**config.mk**
```make
export PLATFORM = sky130hd
export DESIGN_NAME = huffman_code_builder
export DESIGN_NICKNAME = d
export VERILOG_FILES = /design/src/rtl/core/hcb_pkg.sv /design/src/rtl/core/huffman_code_builder.sv /design/src/rtl/core/hcb_front.sv /design/src/rtl/core/hcb_back.sv
export SDC_FILE = /design/constraint.sdc
export NUM_CORES = 1
export LEC_CHECK = 0
export BUFFER_PORTS_ARGS = -buffer_cell sky130_fd_sc_hd__buf_2
export CAP_MARGIN = 20
export CORE_MARGIN = 3
export CORE_UTILIZATION = 60
export DETAILED_ROUTE_END_ITERATION = 10
export MAX_ROUTING_LAYER = met4
export PLACE_DENSITY = 0.81
export SYNTH_ARGS = -nofsm -noshare
export SYNTH_HDL_FRONTEND = slang
export SYNTH_SLANG_ARGS = --single-unit
```
**constraint.sdc**
```tcl
create_clock -name clk -period 14.1 [get_ports clk]
set_input_delay 1.41 -clock clk [delete_from_list [all_inputs] [get_ports clk]]
set_output_delay 1.41 -clock clk [all_outputs]
set_load 0.01 [all_outputs]
```
**src/rtl/core/hcb_pkg.sv**
```systemverilog
`timescale 1ns / 1ps
// ----------------------------------------------------------------------------
// hcb_pkg
// Shared sizes, command encoding and queue types for the Huffman code builder.
// ----------------------------------------------------------------------------
package hcb_pkg;

  // Tree sizing
  localparam int MAX_LEAVES    = 16;
  localparam int NODE_CNT      = 2 * MAX_LEAVES - 1;
  localparam int NODE_W        = $clog2(NODE_CNT);
  localparam int LEAF_CNT_W    = $clog2(MAX_LEAVES + 1);

  // Field widths
  localparam int WEIGHT_W      = 16;
  localparam int NODE_WEIGHT_W = 20;
  localparam int LEAF_IDX_W    = 4;
  localparam int CODE_W        = 15;
  localparam int LEN_W         = 4;

  // Command queue between front and back
  localparam int QUEUE_DEPTH   = 4;
  localparam int QPTR_W        = $clog2(QUEUE_DEPTH);

  typedef enum logic [1:0] {
    CMD_LEAF  = 2'b01,
    CMD_BUILD = 2'b10
  } cmd_kind_t;

  typedef struct packed {
    cmd_kind_t           kind;
    logic [WEIGHT_W-1:0] weight;
  } cmd_t;

  typedef struct packed {
    logic valid;
    cmd_t cmd;
  } queue_head_t;

endpackage

```
**src/rtl/core/huffman_code_builder.sv**
```systemverilog
`timescale 1ns / 1ps
// ----------------------------------------------------------------------------
// huffman_code_builder
// Collects symbol weights, builds a Huffman tree and emits one code per leaf.
// ----------------------------------------------------------------------------
// Channel   Ports                                        Handshake
// input     in_weight, in_last_weight                    start && !busy
// result    out_leaf_index, out_code_bits,               out_valid, one cycle
//           out_code_length, out_last_code
//
// Weight transactions are popped from the four-entry queue into the node store.
// A build over M leaves runs a serial scan of the node store
// (one node per cycle, one scan per merge); each leaf's code walk then climbs
// from the leaf to the root. busy rises only when the queue is full.
// Reset is synchronous; the result port cannot be stalled.
// ----------------------------------------------------------------------------
module huffman_code_builder
  import hcb_pkg::*;
(
  input  logic                  clk,
  input  logic                  rst_n,
  input  logic                  start,
  output logic                  busy,
  input  logic [WEIGHT_W-1:0]   in_weight,
  input  logic                  in_last_weight,
  output logic                  out_valid,
  output logic [LEAF_IDX_W-1:0] out_leaf_index,
  output logic [CODE_W-1:0]     out_code_bits,
  output logic [LEN_W-1:0]      out_code_length,
  output logic                  out_last_code
);

  queue_head_t head;
  logic        pop;

  hcb_front u_front (
    .clk            (clk),
    .rst_n          (rst_n),
    .start          (start),
    .busy           (busy),
    .in_weight      (in_weight),
    .in_last_weight (in_last_weight),
    .head           (head),
    .pop            (pop)
  );

  hcb_back u_back (
    .clk             (clk),
    .rst_n           (rst_n),
    .head            (head),
    .pop             (pop),
    .out_valid       (out_valid),
    .out_leaf_index  (out_leaf_index),
    .out_code_bits   (out_code_bits),
    .out_code_length (out_code_length),
    .out_last_code   (out_last_code)
  );

  // Two results never leave in adjacent cycles: each leaf needs a code walk
  a_result_spacing: assert property (@(posedge clk) disable iff (!rst_n)
    out_valid |=> !out_valid)
    else $error("results emitted in adjacent cycles");

  // An empty code only comes from a single-leaf tree
  a_empty_code: assert property (@(posedge clk) disable iff (!rst_n)
    (out_valid && out_code_length == '0) |-> (out_last_code && out_leaf_index == '0))
    else $error("zero-length code on a multi-leaf tree");

  // No code bits above the code length
  a_code_clean: assert property (@(posedge clk) disable iff (!rst_n)
    out_valid |-> ((out_code_bits >> out_code_length) == '0))
    else $error("code bits set above code length");

  // Queue never pops when empty
  a_pop_valid: assert property (@(posedge clk) disable iff (!rst_n)
    pop |-> head.valid)
    else $error("queue popped while empty");

endmodule

```
**src/rtl/core/hcb_front.sv**
```systemverilog
`timescale 1ns / 1ps
// ----------------------------------------------------------------------------
// hcb_front
// Accepts weight transactions, tags them as leaf or build commands and holds
// them in a small queue for the tree builder.
// ----------------------------------------------------------------------------
module hcb_front
  import hcb_pkg::*;
(
  input  logic                clk,
  input  logic                rst_n,
  input  logic                start,
  output logic                busy,
  input  logic [WEIGHT_W-1:0] in_weight,
  input  logic                in_last_weight,
  output queue_head_t         head,
  input  logic                pop
);

  cmd_t              entry_r [QUEUE_DEPTH];
  logic [QPTR_W-1:0] wr_ptr_r, wr_ptr_nxt;
  logic [QPTR_W-1:0] rd_ptr_r, rd_ptr_nxt;
  logic [QPTR_W:0]   count_r, count_nxt;
  logic              push;
  cmd_t              new_cmd;

  // Classify the incoming transaction
  always_comb begin
    new_cmd.weight = in_weight;
    new_cmd.kind   = in_last_weight ? CMD_BUILD : CMD_LEAF;
  end

  assign busy       = (count_r == (QPTR_W+1)'(QUEUE_DEPTH));
  assign push       = start && !busy;
  assign head.valid = (count_r != '0);
  assign head.cmd   = entry_r[rd_ptr_r];

  // Advance pointers and occupancy
  always_comb begin
    wr_ptr_nxt = push ? wr_ptr_r + 1'b1 : wr_ptr_r;
    rd_ptr_nxt = pop  ? rd_ptr_r + 1'b1 : rd_ptr_r;
    count_nxt  = count_r + (QPTR_W+1)'(push) - (QPTR_W+1)'(pop);
  end

  always_ff @(posedge clk) begin
    if (!rst_n) begin
      wr_ptr_r <= '0;
      rd_ptr_r <= '0;
      count_r  <= '0;
    end else begin
      wr_ptr_r <= wr_ptr_nxt;
      rd_ptr_r <= rd_ptr_nxt;
      count_r  <= count_nxt;
    end
  end

  // Store queue payload
  always_ff @(posedge clk) begin
    if (push) begin
      entry_r[wr_ptr_r] <= new_cmd;
    end
  end

endmodule

```
**src/rtl/core/hcb_back.sv**
```systemverilog
`timescale 1ns / 1ps
// ----------------------------------------------------------------------------
// hcb_back
// Loads leaf weights, builds the tree by serial two-smallest scans and walks
// each leaf up to the root to emit its code.
// ----------------------------------------------------------------------------
module hcb_back
  import hcb_pkg::*;
(
  input  logic                  clk,
  input  logic                  rst_n,
  input  queue_head_t           head,
  output logic                  pop,
  output logic                  out_valid,
  output logic [LEAF_IDX_W-1:0] out_leaf_index,
  output logic [CODE_W-1:0]     out_code_bits,
  output logic [LEN_W-1:0]      out_code_length,
  output logic                  out_last_code
);

  typedef enum logic [4:0] {
    ST_IDLE   = 5'b00001,
    ST_SCAN   = 5'b00010,
    ST_MERGE  = 5'b00100,
    ST_WALK_P = 5'b01000,
    ST_WALK_L = 5'b10000
  } back_state_t;

  // Node store
  logic [NODE_WEIGHT_W-1:0] weight_r     [NODE_CNT];
  logic [NODE_W-1:0]        parent_r     [NODE_CNT];
  logic [NODE_W-1:0]        left_r       [NODE_CNT];
  logic [NODE_CNT-1:0]      has_parent_r;

  back_state_t              state_r, state_nxt;
  logic [LEAF_CNT_W-1:0]    leaf_cnt_r, leaf_cnt_nxt;
  logic [LEAF_CNT_W-1:0]    m_r, m_nxt;
  logic [NODE_W-1:0]        n_r, n_nxt;
  logic [NODE_W-1:0]        scan_r, scan_nxt;
  logic [NODE_W-1:0]        a_r, a_nxt, b_r, b_nxt;
  logic [NODE_WEIGHT_W-1:0] wa_r, wa_nxt, wb_r, wb_nxt;
  logic                     a_found_r, a_found_nxt, b_found_r, b_found_nxt;
  logic [LEAF_CNT_W-1:0]    leaf_r, leaf_nxt;
  logic [NODE_W-1:0]        c_r, c_nxt, f_r, f_nxt;
  logic [NODE_W-1:0]        len_r, len_nxt;
  logic [CODE_W-1:0]        code_r, code_nxt;

  logic                     out_valid_r, out_valid_nxt;
  logic [LEAF_IDX_W-1:0]    out_leaf_r, out_leaf_nxt;
  logic [CODE_W-1:0]        out_code_r, out_code_nxt;
  logic [LEN_W-1:0]         out_len_r, out_len_nxt;
  logic                     out_last_r, out_last_nxt;

  logic                     load_we;
  logic [NODE_W-1:0]        load_addr;
  logic                     merge_we;
  logic                     hp_clear;
  logic [LEAF_CNT_W-1:0]    cnt_after;
  logic [NODE_WEIGHT_W-1:0] scan_w;
  logic [NODE_WEIGHT_W:0]   sum_full;
  logic [NODE_WEIGHT_W-1:0] sum_sat;
  logic [LEAF_CNT_W-1:0]    leaf_inc;

  assign scan_w   = weight_r[scan_r];
  assign sum_full = {1'b0, wa_r} + {1'b0, wb_r};
  assign sum_sat  = sum_full[NODE_WEIGHT_W] ? '1 : sum_full[NODE_WEIGHT_W-1:0];
  assign leaf_inc = leaf_r + 1'b1;

  // Sequence load, scan, merge and code walk
  always_comb begin
    state_nxt     = state_r;
    leaf_cnt_nxt  = leaf_cnt_r;
    m_nxt         = m_r;
    n_nxt         = n_r;
    scan_nxt      = scan_r;
    a_nxt         = a_r;
    b_nxt         = b_r;
    wa_nxt        = wa_r;
    wb_nxt        = wb_r;
    a_found_nxt   = a_found_r;
    b_found_nxt   = b_found_r;
    leaf_nxt      = leaf_r;
    c_nxt         = c_r;
    f_nxt         = f_r;
    len_nxt       = len_r;
    code_nxt      = code_r;
    out_valid_nxt = 1'b0;
    out_leaf_nxt  = out_leaf_r;
    out_code_nxt  = out_code_r;
    out_len_nxt   = out_len_r;
    out_last_nxt  = out_last_r;
    pop           = 1'b0;
    load_we       = 1'b0;
    load_addr     = NODE_W'(leaf_cnt_r);
    merge_we      = 1'b0;
    hp_clear      = 1'b0;
    cnt_after     = leaf_cnt_r;

    unique case (state_r)
      ST_IDLE: begin
        if (head.valid) begin
          pop = 1'b1;
          // Drop weights past the leaf capacity
          if (leaf_cnt_r < LEAF_CNT_W'(MAX_LEAVES)) begin
            load_we   = 1'b1;
            cnt_after = leaf_cnt_r + 1'b1;
          end
          leaf_cnt_nxt = cnt_after;
          if (head.cmd.kind == CMD_BUILD) begin
            hp_clear    = 1'b1;
            m_nxt       = cnt_after;
            n_nxt       = NODE_W'(cnt_after);
            scan_nxt    = '0;
            a_found_nxt = 1'b0;
            b_found_nxt = 1'b0;
            leaf_nxt    = '0;
            c_nxt       = '0;
            len_nxt     = '0;
            code_nxt    = '0;
            state_nxt   = (cnt_after == LEAF_CNT_W'(1)) ? ST_WALK_P : ST_SCAN;
          end
        end
      end

      ST_SCAN: begin
        // Track the two smallest parentless nodes, lowest index on ties
        if (!has_parent_r[scan_r]) begin
          if (!a_found_r || scan_w < wa_r) begin
            b_nxt       = a_r;
            wb_nxt      = wa_r;
            b_found_nxt = a_found_r;
            a_nxt       = scan_r;
            wa_nxt      = scan_w;
            a_found_nxt = 1'b1;
          end else if (!b_found_r || scan_w < wb_r) begin
            b_nxt       = scan_r;
            wb_nxt      = scan_w;
            b_found_nxt = 1'b1;
          end
        end
        if (scan_r == n_r - 1'b1) begin
          state_nxt = ST_MERGE;
        end else begin
          scan_nxt = scan_r + 1'b1;
        end
      end

      ST_MERGE: begin
        merge_we    = 1'b1;
        n_nxt       = n_r + 1'b1;
        scan_nxt    = '0;
        a_found_nxt = 1'b0;
        b_found_nxt = 1'b0;
        // Root made once 2M-1 nodes exist
        if ((NODE_W+1)'(n_r) + (NODE_W+1)'(2) == (NODE_W+1)'({m_r, 1'b0})) begin
          leaf_nxt  = '0;
          c_nxt     = '0;
          len_nxt   = '0;
          code_nxt  = '0;
          state_nxt = ST_WALK_P;
        end else begin
          state_nxt = ST_SCAN;
        end
      end

      ST_WALK_P: begin
        if (has_parent_r[c_r]) begin
          f_nxt     = parent_r[c_r];
          state_nxt = ST_WALK_L;
        end else begin
          // Reached the root: emit this leaf's code
          out_valid_nxt = 1'b1;
          out_leaf_nxt  = LEAF_IDX_W'(leaf_r);
          out_code_nxt  = code_r;
          out_len_nxt   = LEN_W'(len_r);
          out_last_nxt  = (leaf_inc == m_r);
          if (leaf_inc == m_r) begin
            leaf_cnt_nxt = '0;
            state_nxt    = ST_IDLE;
          end else begin
            leaf_nxt = leaf_inc;
            c_nxt    = NODE_W'(leaf_inc);
            len_nxt  = '0;
            code_nxt = '0;
          end
        end
      end

      ST_WALK_L: begin
        // Right branch gives a one at the current depth
        if (left_r[f_r] != c_r) begin
          code_nxt = code_r | (CODE_W'(1) << len_r);
        end
        len_nxt   = len_r + 1'b1;
        c_nxt     = f_r;
        state_nxt = ST_WALK_P;
      end

      default: begin
        state_nxt = ST_IDLE;
      end
    endcase
  end

  // Control registers
  always_ff @(posedge clk) begin
    if (!rst_n) begin
      state_r      <= ST_IDLE;
      leaf_cnt_r   <= '0;
      out_valid_r  <= 1'b0;
      has_parent_r <= '0;
    end else begin
      state_r     <= state_nxt;
      leaf_cnt_r  <= leaf_cnt_nxt;
      out_valid_r <= out_valid_nxt;
      if (hp_clear) begin
        has_parent_r <= '0;
      end else if (merge_we) begin
        has_parent_r[a_r] <= 1'b1;
        has_parent_r[b_r] <= 1'b1;
      end
    end
  end

  // Datapath registers
  always_ff @(posedge clk) begin
    m_r        <= m_nxt;
    n_r        <= n_nxt;
    scan_r     <= scan_nxt;
    a_r        <= a_nxt;
    b_r        <= b_nxt;
    wa_r       <= wa_nxt;
    wb_r       <= wb_nxt;
    a_found_r  <= a_found_nxt;
    b_found_r  <= b_found_nxt;
    leaf_r     <= leaf_nxt;
    c_r        <= c_nxt;
    f_r        <= f_nxt;
    len_r      <= len_nxt;
    code_r     <= code_nxt;
    out_leaf_r <= out_leaf_nxt;
    out_code_r <= out_code_nxt;
    out_len_r  <= out_len_nxt;
    out_last_r <= out_last_nxt;
  end

  // Node store writes
  always_ff @(posedge clk) begin
    if (load_we) begin
      weight_r[load_addr] <= NODE_WEIGHT_W'(head.cmd.weight);
    end else if (merge_we) begin
      weight_r[n_r] <= sum_sat;
    end
    if (merge_we) begin
      parent_r[a_r] <= n_r;
      parent_r[b_r] <= n_r;
      left_r[n_r]   <= a_r;
    end
  end

  assign out_valid       = out_valid_r;
  assign out_leaf_index  = out_leaf_r;
  assign out_code_bits   = out_code_r;
  assign out_code_length = out_len_r;
  assign out_last_code   = out_valid_r && out_last_r;

endmodule
```
-- Yosys cells after proc, flatten, opt, wreduce, memory -nomap -nowiden
Memory sizes are Yosys's and may differ from the RTL's. A register that Yosys moved wholly into a read port is not among the register bits.
Index checks and enable logic that the tools add are counted.
- memory bits (writable): 1002
- bits in registers: 170
- word-level logic and storage cells: 198
- input bits: 20
- memories kept: 4
- output and inout bits: 26
- $add $sub $neg: 12
- reductions and logical operators: 33
- shifts and indexed selects: 1
- bitwise logic cells: 6
- mux-type cells: 84
- equality and inequality tests: 25
- $lt $le $gt $ge: 9
- memories (name ; depth ; bits a word ; rd ports ; clocked after Yosys merged registers in ; write ports ; RTL line ; text):
    u_back.weight_r ; 31 ; 20 ; 1 ; 1 ; 1 ; hcb_back.sv:30 ; logic [NODE_WEIGHT_W-1:0] weight_r [NODE_CNT];
    u_back.left_r ; 31 ; 5 ; 1 ; 0 ; 1 ; hcb_back.sv:32 ; logic [NODE_W-1:0] left_r [NODE_CNT];
    u_back.parent_r ; 31 ; 5 ; 1 ; 1 ; 2 ; hcb_back.sv:31 ; logic [NODE_W-1:0] parent_r [NODE_CNT];
    u_front.entry_r ; 4 ; 18 ; 1 ; 1 ; 1 ; hcb_front.sv:20 ; cmd_t entry_r [QUEUE_DEPTH];
- operators by type and width (kind ; count):
    $mux 5 ; 25
    $mux 15 ; 6
    $mux 20 ; 4
    $or 31x31->31 ; 2
    $pmux 15 s4 ; 1
    $lt 20x20->1 ; 2
    $pmux 5 s4 ; 2
    $mux 1 ; 30
    $pmux 5 s3 ; 2
    $add 5x1->5 const B ; 5
    $pmux 5 s5 ; 1
    $lt 5x6->1 const B ; 4
    $add 20x20->21 ; 1
    $pmux 5 s2 ; 2
    $reduce_or 20->1 ; 1
    $or 15x15->15 ; 1
    $shl 1x5->15 const A ; 1
    $ne 2x1->1 const B ; 6
    $reduce_and 3->1 ; 4
    $reduce_and 4->1 ; 3
    $reduce_and 6->1 ; 2
    $bmux 1 s5 ; 2
    $demux 1 s5 ; 2
    $eq 5x1->1 const B ; 2
    32 further kinds ; 59

-- Logic depth before layout (Yosys ltp)
Gate-level depths: netlist of run 1.
- depth after elaboration: 9
- depth in mapped cells: 19
- depth with buffers taken out: 12

-- By module
From an unflattened synthesis of run 1, not the netlist that was laid out.
- cells, all modules: 2672
- area, all modules: 48959.5 µm²
- modules (own cells, without submodules) (module ; cells each ; area each (µm²) ; times used):
    hcb_back ; 2529 ; 45850.2 ; 1
    hcb_front ; 143 ; 3109.2 ; 1

-- Worst setup path before layout of run 1
OpenSTA, ideal clock, no wires.
- path type: reg2reg
- start point: reg with a tool-made name
- end point: reg u_back.b_r[0], enable pin
- setup time: 0.442 ns
- buffers on the path: 6
- cell stages (with the launch flop): 18
- required time: 13.658 ns
- slack: 7.656 ns
- data arrival time: 6.002 ns
- path through: dfxtp_1 > buf_2 > buf_2 > buf_1 > buf_2 > mux4_2 > mux4_2 > mux2_2 > ha_1 > a21o_1 > a21oi_1 > o221ai_1 > a31o_2 > o21ai_0 > o21ai_1 > buf_2 > buf_4 > o21ai_0
- RTL lines (item ; RTL line ; text):
    end signal: assignment ; hcb_back.sv:231 ; b_r <= b_nxt;
    end: declaration ; hcb_back.sv:40 ; logic [NODE_W-1:0] a_r, a_nxt, b_r, b_nxt;

==> impl_results.md, run 1 <==
- Main combinational cell family by area after synthesis: multiplexers
- Leak: ~18 nW
- Overflow after GRT: 0
- FF+latch count, synth: 1,184
- I/O pin cnt: 46
- Post-synth EDFFs: around 1,100
- CTS max path bufs: 3
- Critical Path Slowest Stage Cell: dfxtp_4
- Max Cap Viol: 0
- Period utilisation layout: 0.416
- Critical path arrival: between 6 and 7 ns
- Layout Nets: approximately 2,900
- # diodes: 0
- Mean Syn Cell Area: 18.5 um2
- Fin. max-slew vios: 0
- Max-slew headroom: 0.240
- Vias per cell: 6.62
- Clk sink count: ~1,200
- Vias: 25,800
- Synth Flop Type: edfxtp_1
- Worst Max-Slew Pin Slew: roughly 1.1 ns
- Hold Path Class: reg -> reg
- Cell Count Post-Placement: 3,688
- Core ar.: slightly above 80,000 um2
- Yosys warns: 0
- RSZ-0062 raised after global routing: no
- Synthesized Nets: 2,744
- Startpoint Class: flop
- Async SR Flop Fraction: 0
- Final setup fails: 0
- RePlAce Congestion: 0.931
- Number of global-route vias before repair: 26,300
- First-pass GRT wire length: ~170 mm
- CTS tree: done
- DR pass1 iterations: 6
- CP top delay family: multiplexers
- Synth area leader: edfxtp_1
- Synth Cell Area: 48,900 um2
- DR DRC count: 0
- Number of post-CTS setup repair buffers: 0
- PwrDens: 191 nW/um2
- Post-Synth Adder-Cell Area: 0.0215
- Later-pin clock latency in the skew report: 0.69 ns
- Chip Height: 292 um
- Number of fill cells in the layout: 4,913
- Gate Count Post-Synth: 2,641
- Critical path's largest stage delay: 0.85 ns
- Die W: around 290 um
- Crit path capture type: flop
- Clock skew: 0.0381 ns
- F_max: 0.170 GHz
- Complex-gate fraction of the synthesized area: 0.0377
- Root buffer cell: clkbuf_16
- Setup TNS: 0 ns
- Initial Utilization: 0.607
- Ranking of synthesized cells by area: edfxtp_1 (69%), mux4_2 (13%), dfxtp_1 (2.3%), ha_1 (2.1%), mux2i_1 (1.5%)
- Wire per inst: 29.4 um
- Post-Synth XOR/XNOR Area: 0.0109
- Buf+Inv Stages, Crit Path: 2
- CTS H-tree lvls: 3
- Required @ worst endpoint: 14.51 ns
- Post-layout min period: between 5 and 6 ns
- Clock transition at path regs: 0.06 ns
- Total GRT Usage: 0.282
- Num rows: 104
- CP cell instances: buf_12 -> mux4_2 -> mux4_2 -> mux2_2 -> ha_1 -> nand4_1 -> nor3_1 -> a21o_1 -> a31o_2 -> o21ai_0 -> o21ai_2 -> buf_4 -> mux2_2
- Hold buffers post-CTS: 0
- Synth-to-layout area growth: 11.5%
- Post-synthesis sequential area ratio: 0.715
- Final cell count without fillers: 3,899
- Simple-gate share of the synthesized area: 0.0418
- Layout cell share with drive strength beyond 1: 0.241
- Worst VDD drop: approximately 190 uV
- PortBufs: 45
- R2R setup slack: a little over 8 ns
- CTS Buf Count: roughly 110
- Die ar.: 85,000 um2
- Routed Antenna Nets: 0
- WL final: 115 mm
- Status: finished clean
- Post-detail-place hpwl: roughly 66 mm
- Area share of the largest cell type after synthesis: 0.692
- Post-synthesis mux area share: 0.157
- Crit Path Max Fanout: 122
- Post-synth cell types: 70
- Largest net degree at the start of global routing: 123
- CTS resizes: 0
- Setup CP Type: reg -> reg
- Final Hold Vio Count: 0
- Initial antenna violation count: 1
- 1st-iter DRT viols: 2,945
power by group:
part	internal [mW]	switching, mW
Sequential	4.35	0.224
Combinational	1.25	1.65
Clock	1.68	1.29
Total	7.29	3.16
registers in the layout, summed over array words and instances, names as in the netlist, 3 cells and up, named ones only:
register                cells
u_back.a_r                  5
u_back.b_r                  5
u_back.c_r                  5
u_back.code_r              15
u_back.f_r                  5
u_back.has_parent_r        31
u_back.leaf_cnt_r           5
u_back.leaf_r               5
u_back.left_r             155
u_back.len_r                5
u_back.m_r                  5
u_back.n_r                  5
u_back.out_code_bits       15
u_back.out_code_length      4
u_back.out_leaf_index       4
u_back.parent_r           155
u_back.scan_r               5
u_back.state_r              5
u_back.wa_r                20
u_back.wb_r                20
u_back.weight_r           620
u_front.count_r             3
u_front.entry_r            72
per-stage QoR:
stage,setup WS (ns),hold slack (ns),total power [mW],util,instance area (um2)
floorplan,7.66,0.424,6.54,-,48900
global placement,8.33,0.442,7.33,0.629,50800
detailed placement,8.24,0.439,7.44,0.630,50800
CTS,8.18,0.454,10.4,0.675,54400
global route,7.88,0.462,10.8,0.676,54600
finish,8.23,0.452,10.4,0.676,54600
cell usage in the layout (no fill, tap or decap), types with 12 or more instances in the layout:
master     count
clkbuf_1      19
nor2b_1       25
and3_1        12
mux2_2        53
clkinv_1      21
nor3_1        16
ha_1          81
inv_1         72
nor2_2        24
nor2_1       150
buf_4         65
edfxtp_1    1128
dfxtp_1       52
nand2_1       77
mux4_2       279
o21ai_0       43
a31oi_2       13
clkinv_2      26
a21o_1        15
clkbuf_16    113
and2_1        23
a21oi_1       40
o21a_1        38
nand3_1       36
buf_2         45
a22oi_1       34
xnor2_1       31
mux2i_1       75
xor2_1        22
area by class of cell:
type	instances	area (um2)	area share
clock inverter	72	694	0.0127
inverter	73	274	0.00502
tap	1060	1330	0.0243
clock buffer	133	2910	0.0534
sequential	1184	35000	0.642
multi-input combinational	1258	13500	0.247
timing repair buffer	119	883	0.0162
cells in the mapped netlist (26+ instances only):
master / number
nand3_1: 36
nor2b_1: 26
o21a_1: 38
dfxtp_1: 56
mux2_2: 53
xnor2_1: 31
ha_1: 81
o21ai_0: 44
nand2_1: 77
mux2i_1: 75
a21oi_1: 44
nor2_1: 182
clkbuf_1: 84
inv_1: 72
mux4_2: 279
a31oi_1: 27
a22oi_1: 34
edfxtp_1: 1128
layer usage:
metal  part of all wire  global-route usage  vias up
li1                   -                   -    10900
met2               0.52               0.469     1427
met3              0.075              0.0365      286
met1               0.37               0.368    13200
met4              0.036              0.0928        0
met5                  0                   -        -
cells by family after synthesis:
| kind of cell | count (synthesis) |
|---|---|
| mux | 413 |
| compound gates | 273 |
| simple gates | 433 |
| buf+inv | 199 |
| flops | 1184 |
| xor+xnor | 56 |
| fa+ha+maj | 83 |
path summary, 6_finish.rpt:
kind,from,end,depth (start not counted)
worst min register to register,u_back.code_r[8],u_back.out_code_bits[8],0
worst max register to register,flop,u_back.wb_r[9],13
worst max-delay path,flop,u_back.wb_r[9],13
worst min-delay path,u_back.code_r[8],u_back.out_code_bits[8],0
(Power assumes the default switching activity.)
==> run 2, diff against run 1 <==
Clock period 14.1 ns to 5.7 ns, I/O delays scaled along.
==> run 2 against run 1 <==
  * Critical path depth down 2
  * Hold slack got worse by 0.34 ns
  * Clock skew up 0.0060 ns
  * Highest routed layer unchanged
  * Clock power grew to 2.6 times the previous value
  * Sequential power up 150%
  * Maximum frequency grew 16%
  * Clock-buffer cell count rose by 6
  * Wire length shrank 0.52%
==> impl_results.md, run 2 (synthesis results as in run 1) <==
- Status: finished clean
- WHS Endpoint: u_front.entry_r[2][11]
- RePlAce Congestion: 0.886 (-4.9%)
- Total GRT Usage: 0.280 (-0.00196)
- Vias: 26,000 (+0.67%)
- Crit Path Max Fanout: 65 (-47%)
- Routed Antenna Nets: 0 (unchanged)
- Setup WS pre-CTS: 0.690 ns (-7.55 ns)
- Max Cap Viol: 0 (unchanged)
- Layout cell share with drive strength beyond 1: 0.251 (+0.00985)
- Crit path capture type: flop
- CTS H-tree lvls: 3 (unchanged)
- Critical path arrival: 5.48 ns (-0.80 ns)
- Required @ worst endpoint: 6.11 ns (-8.40 ns)
- Final setup fails: 0 (unchanged)
- Hold WS: 0.109 ns (-0.343 ns)
- Post-layout min period: 5.08 ns (-0.797 ns)
- DR pass1 iterations: 6 (unchanged)
- Num rows: 104 (unchanged)
- Design Power: 26.5 mW (+150%)
- Setup TNS: 0 ns (unchanged)
- Flop pwr share: 0.429 (-0.009)
- 1st-iter DRT viols: 2,796 (-5.1%)
- Hold depth: 1 (+1)
- Hold Path Class: in -> reg
- Wire per inst: 29.0 um (-1.6%)
- Overflow after GRT: 0 (unchanged)
- Largest regs: u_back.weight_r (620), u_back.left_r (155), u_back.parent_r (155)
- Number of fill cells in the layout: 4,893 (-0.41%)
- Final cell count without fillers: 3,942 (+1.1%)
- Die ar.: 85,000 um2 (unchanged)
- DR DRC count: 0 (unchanged)
- Synth-to-layout area growth: 12.7%
- Startpoint Class: flop
- Final Hold Vio Count: 0 (unchanged)
- Setup CP Type: reg -> reg
- PortBufs: 45 (unchanged)
- Switching Share: 0.300 (-0.00270)
- Vias per cell: 6.59 (-0.42%)
- Clk sink count: 1,184 (unchanged)
- CTS tree: done
- Largest net degree at the start of global routing: 66 (-46%)
- Max reg flops: 620 (unchanged)
- Final WS setup: 0.625 ns (-7.60 ns)
- Post-detail-place hpwl: 69.5 mm (+5.3%)
- CP top delay family: multiplexers
- PwrDens: 480 nW/um2 (+150%)
- Later-pin clock latency in the skew report: 0.70 ns (about the same)
- Largest reg by FF count: u_back.weight_r
- Initial Utilization: 0.607 (unchanged)
- WL final: 114 mm (-0.52%)
- Worst Max-Slew Pin Slew: 1.04 ns (-0.0929 ns)
- Die W: 292 um (unchanged)
- Worst R2R End: u_back.b_r[0]
- Pint: 18.6 mW (+150%)
- Number of global-route vias before repair: 26,600 (+1.2%)
- CTS resizes: 0 (unchanged)
- Root buffer cell: clkbuf_16
- Hold Path Origin: in_weight[11]
- CP cell instances: buf_4 -> mux4_2 -> mux4_2 -> mux2_2 -> ha_1 -> nand4_1 -> nor3_1 -> nand3_1 -> o21ai_2 -> buf_4 -> mux2_2
- Number of post-CTS setup repair buffers: 0 (unchanged)
- Worst VDD drop: 317 uV (+67%)
- Clock group share of total power: 0.291 (+0.007)
- Chip Height: 292 um (unchanged)
- R2R setup slack: 0.62 ns (-7.60 ns)
- RSZ-0062 raised after global routing: no
- Critical Path Slowest Stage Cell: dfxtp_4
- Gate power share: 0.280 (+0.002)
- Multi-input gate area: 13,400 um2 (-0.46%)
- I/O pin cnt: 46 (unchanged)
- Layout Nets: 2,888 (+1.3%)
- Worst R2R Path Depth: 11 (-2)
- Initial antenna violation count: 3 (+2)
- Clock transition at path regs: 0.06 ns (about the same)
- Buf+Inv Stages, Crit Path: 2 (unchanged)
- Commonest non-fill, non-tap cells in the layout: edfxtp_1 (1,128), mux4_2 (279), nor2_1 (150)
- Period utilisation layout: 0.890 (+0.474)
- Max-slew headroom: 0.296 (+0.0564)
- Clock skew: 0.0442 ns (+0.00602 ns)
- Hold buffers post-CTS: 0 (unchanged)
- Fin. max-slew vios: 0 (unchanged)
- Reg area: 35,000 um2 (unchanged)
- Sw power: 7.95 mW (+150%)
- Core ar.: 80,700 um2 (unchanged)
- Leak: 18.0 nW (+1.7%)
- First-pass GRT wire length: 171 mm (-0.43%)
- Most common cell after layout, fill and taps aside: edfxtp_1
- F_max: 0.197 GHz (+16%)
- Cell Count Post-Placement: 3,724 (+0.98%)
- Critical path's largest stage delay: 1.01 ns (+0.16 ns)
- CTS Buf Count: 111 (unchanged)
- CTS max path bufs: 3 (unchanged)
-- run 2: changes by cell type in the layout (fill, tap and decap cells not counted), sizes merged --
| cell | delta |
|---|---|
| buf | +38 |
| diode | +3 |
| clkinv | -13 |
| clkinvlp | +2 |
| inv | -1 |
| bufinv | +8 |
| clkbuf | +6 |
-- run 2: how the worst max path moves through the flow --
| stage | slack [ns] | to | depth (start not counted) | from |
|---|---|---|---|---|
| 2_1_floorplan | 0.02 | u_back.a_r[0] | 17 | flop |
| 3_3_place_gp | 0.71 | u_back.wb_r[19] | 11 | flop |
| 3_5_place_dp | 0.69 | u_back.wb_r[14] | 11 | flop |
| 4_1_cts | 0.64 | u_back.b_r[0] | 11 | flop |
| 5_1_grt | 0.43 | u_back.wb_r[4] | 11 | flop |
| 6_report | 0.62 | u_back.b_r[0] | 11 | flop |
-- run 2: power by group through the flow --
stage	clock [mW]	combinational, mW	sequential [mW]
CTS	7.80	7.30	11.4
detailed placement	0	7.17	11.6
finish	7.72	7.42	11.4
global placement	0	6.85	11.5
floorplan	0	5.03	11.2
global route	8.15	7.97	11.4
-- run 2: layout make-up --
class,instances,share of cell area
Antenna cell,3,0.000136
Clock buffer,139,0.0526
Clock inverter,68,0.0169
Inverter,73,0.00497
Multi-Input combinational cell,1258,0.243
Sequential cell,1184,0.635
Tap cell,1060,0.0240
Timing Repair Buffer,157,0.0240
-- run 2: metrics by stage --
step,util,area (um2)
CTS,0.682,55000
detailed placement,0.634,51200
global route,0.684,55200
floorplan,-,48900
finish,0.684,55200
global placement,0.634,51100
-- run 2: layer usage --
metal	routed length [um]	GRT usage	up-vias
met2	59800	0.471	1382
met5	0	-	-
li1	-	-	10900
met3	7950	0.0419	246
met1	42700	0.356	13400
met4	3770	0.0920	0
-- run 2: worst register-to-register path: stages (launching register included) --
cell and delay (ns):
dfxtp_4 1.01, buf_4 0.37, mux4_2 0.33, mux4_2 0.52, mux2_2 0.33, ha_1 0.31, nand4_1 0.09, nor3_1 0.41
nand3_1 0.15, o21ai_2 0.60, buf_4 0.31, mux2_2 0.36
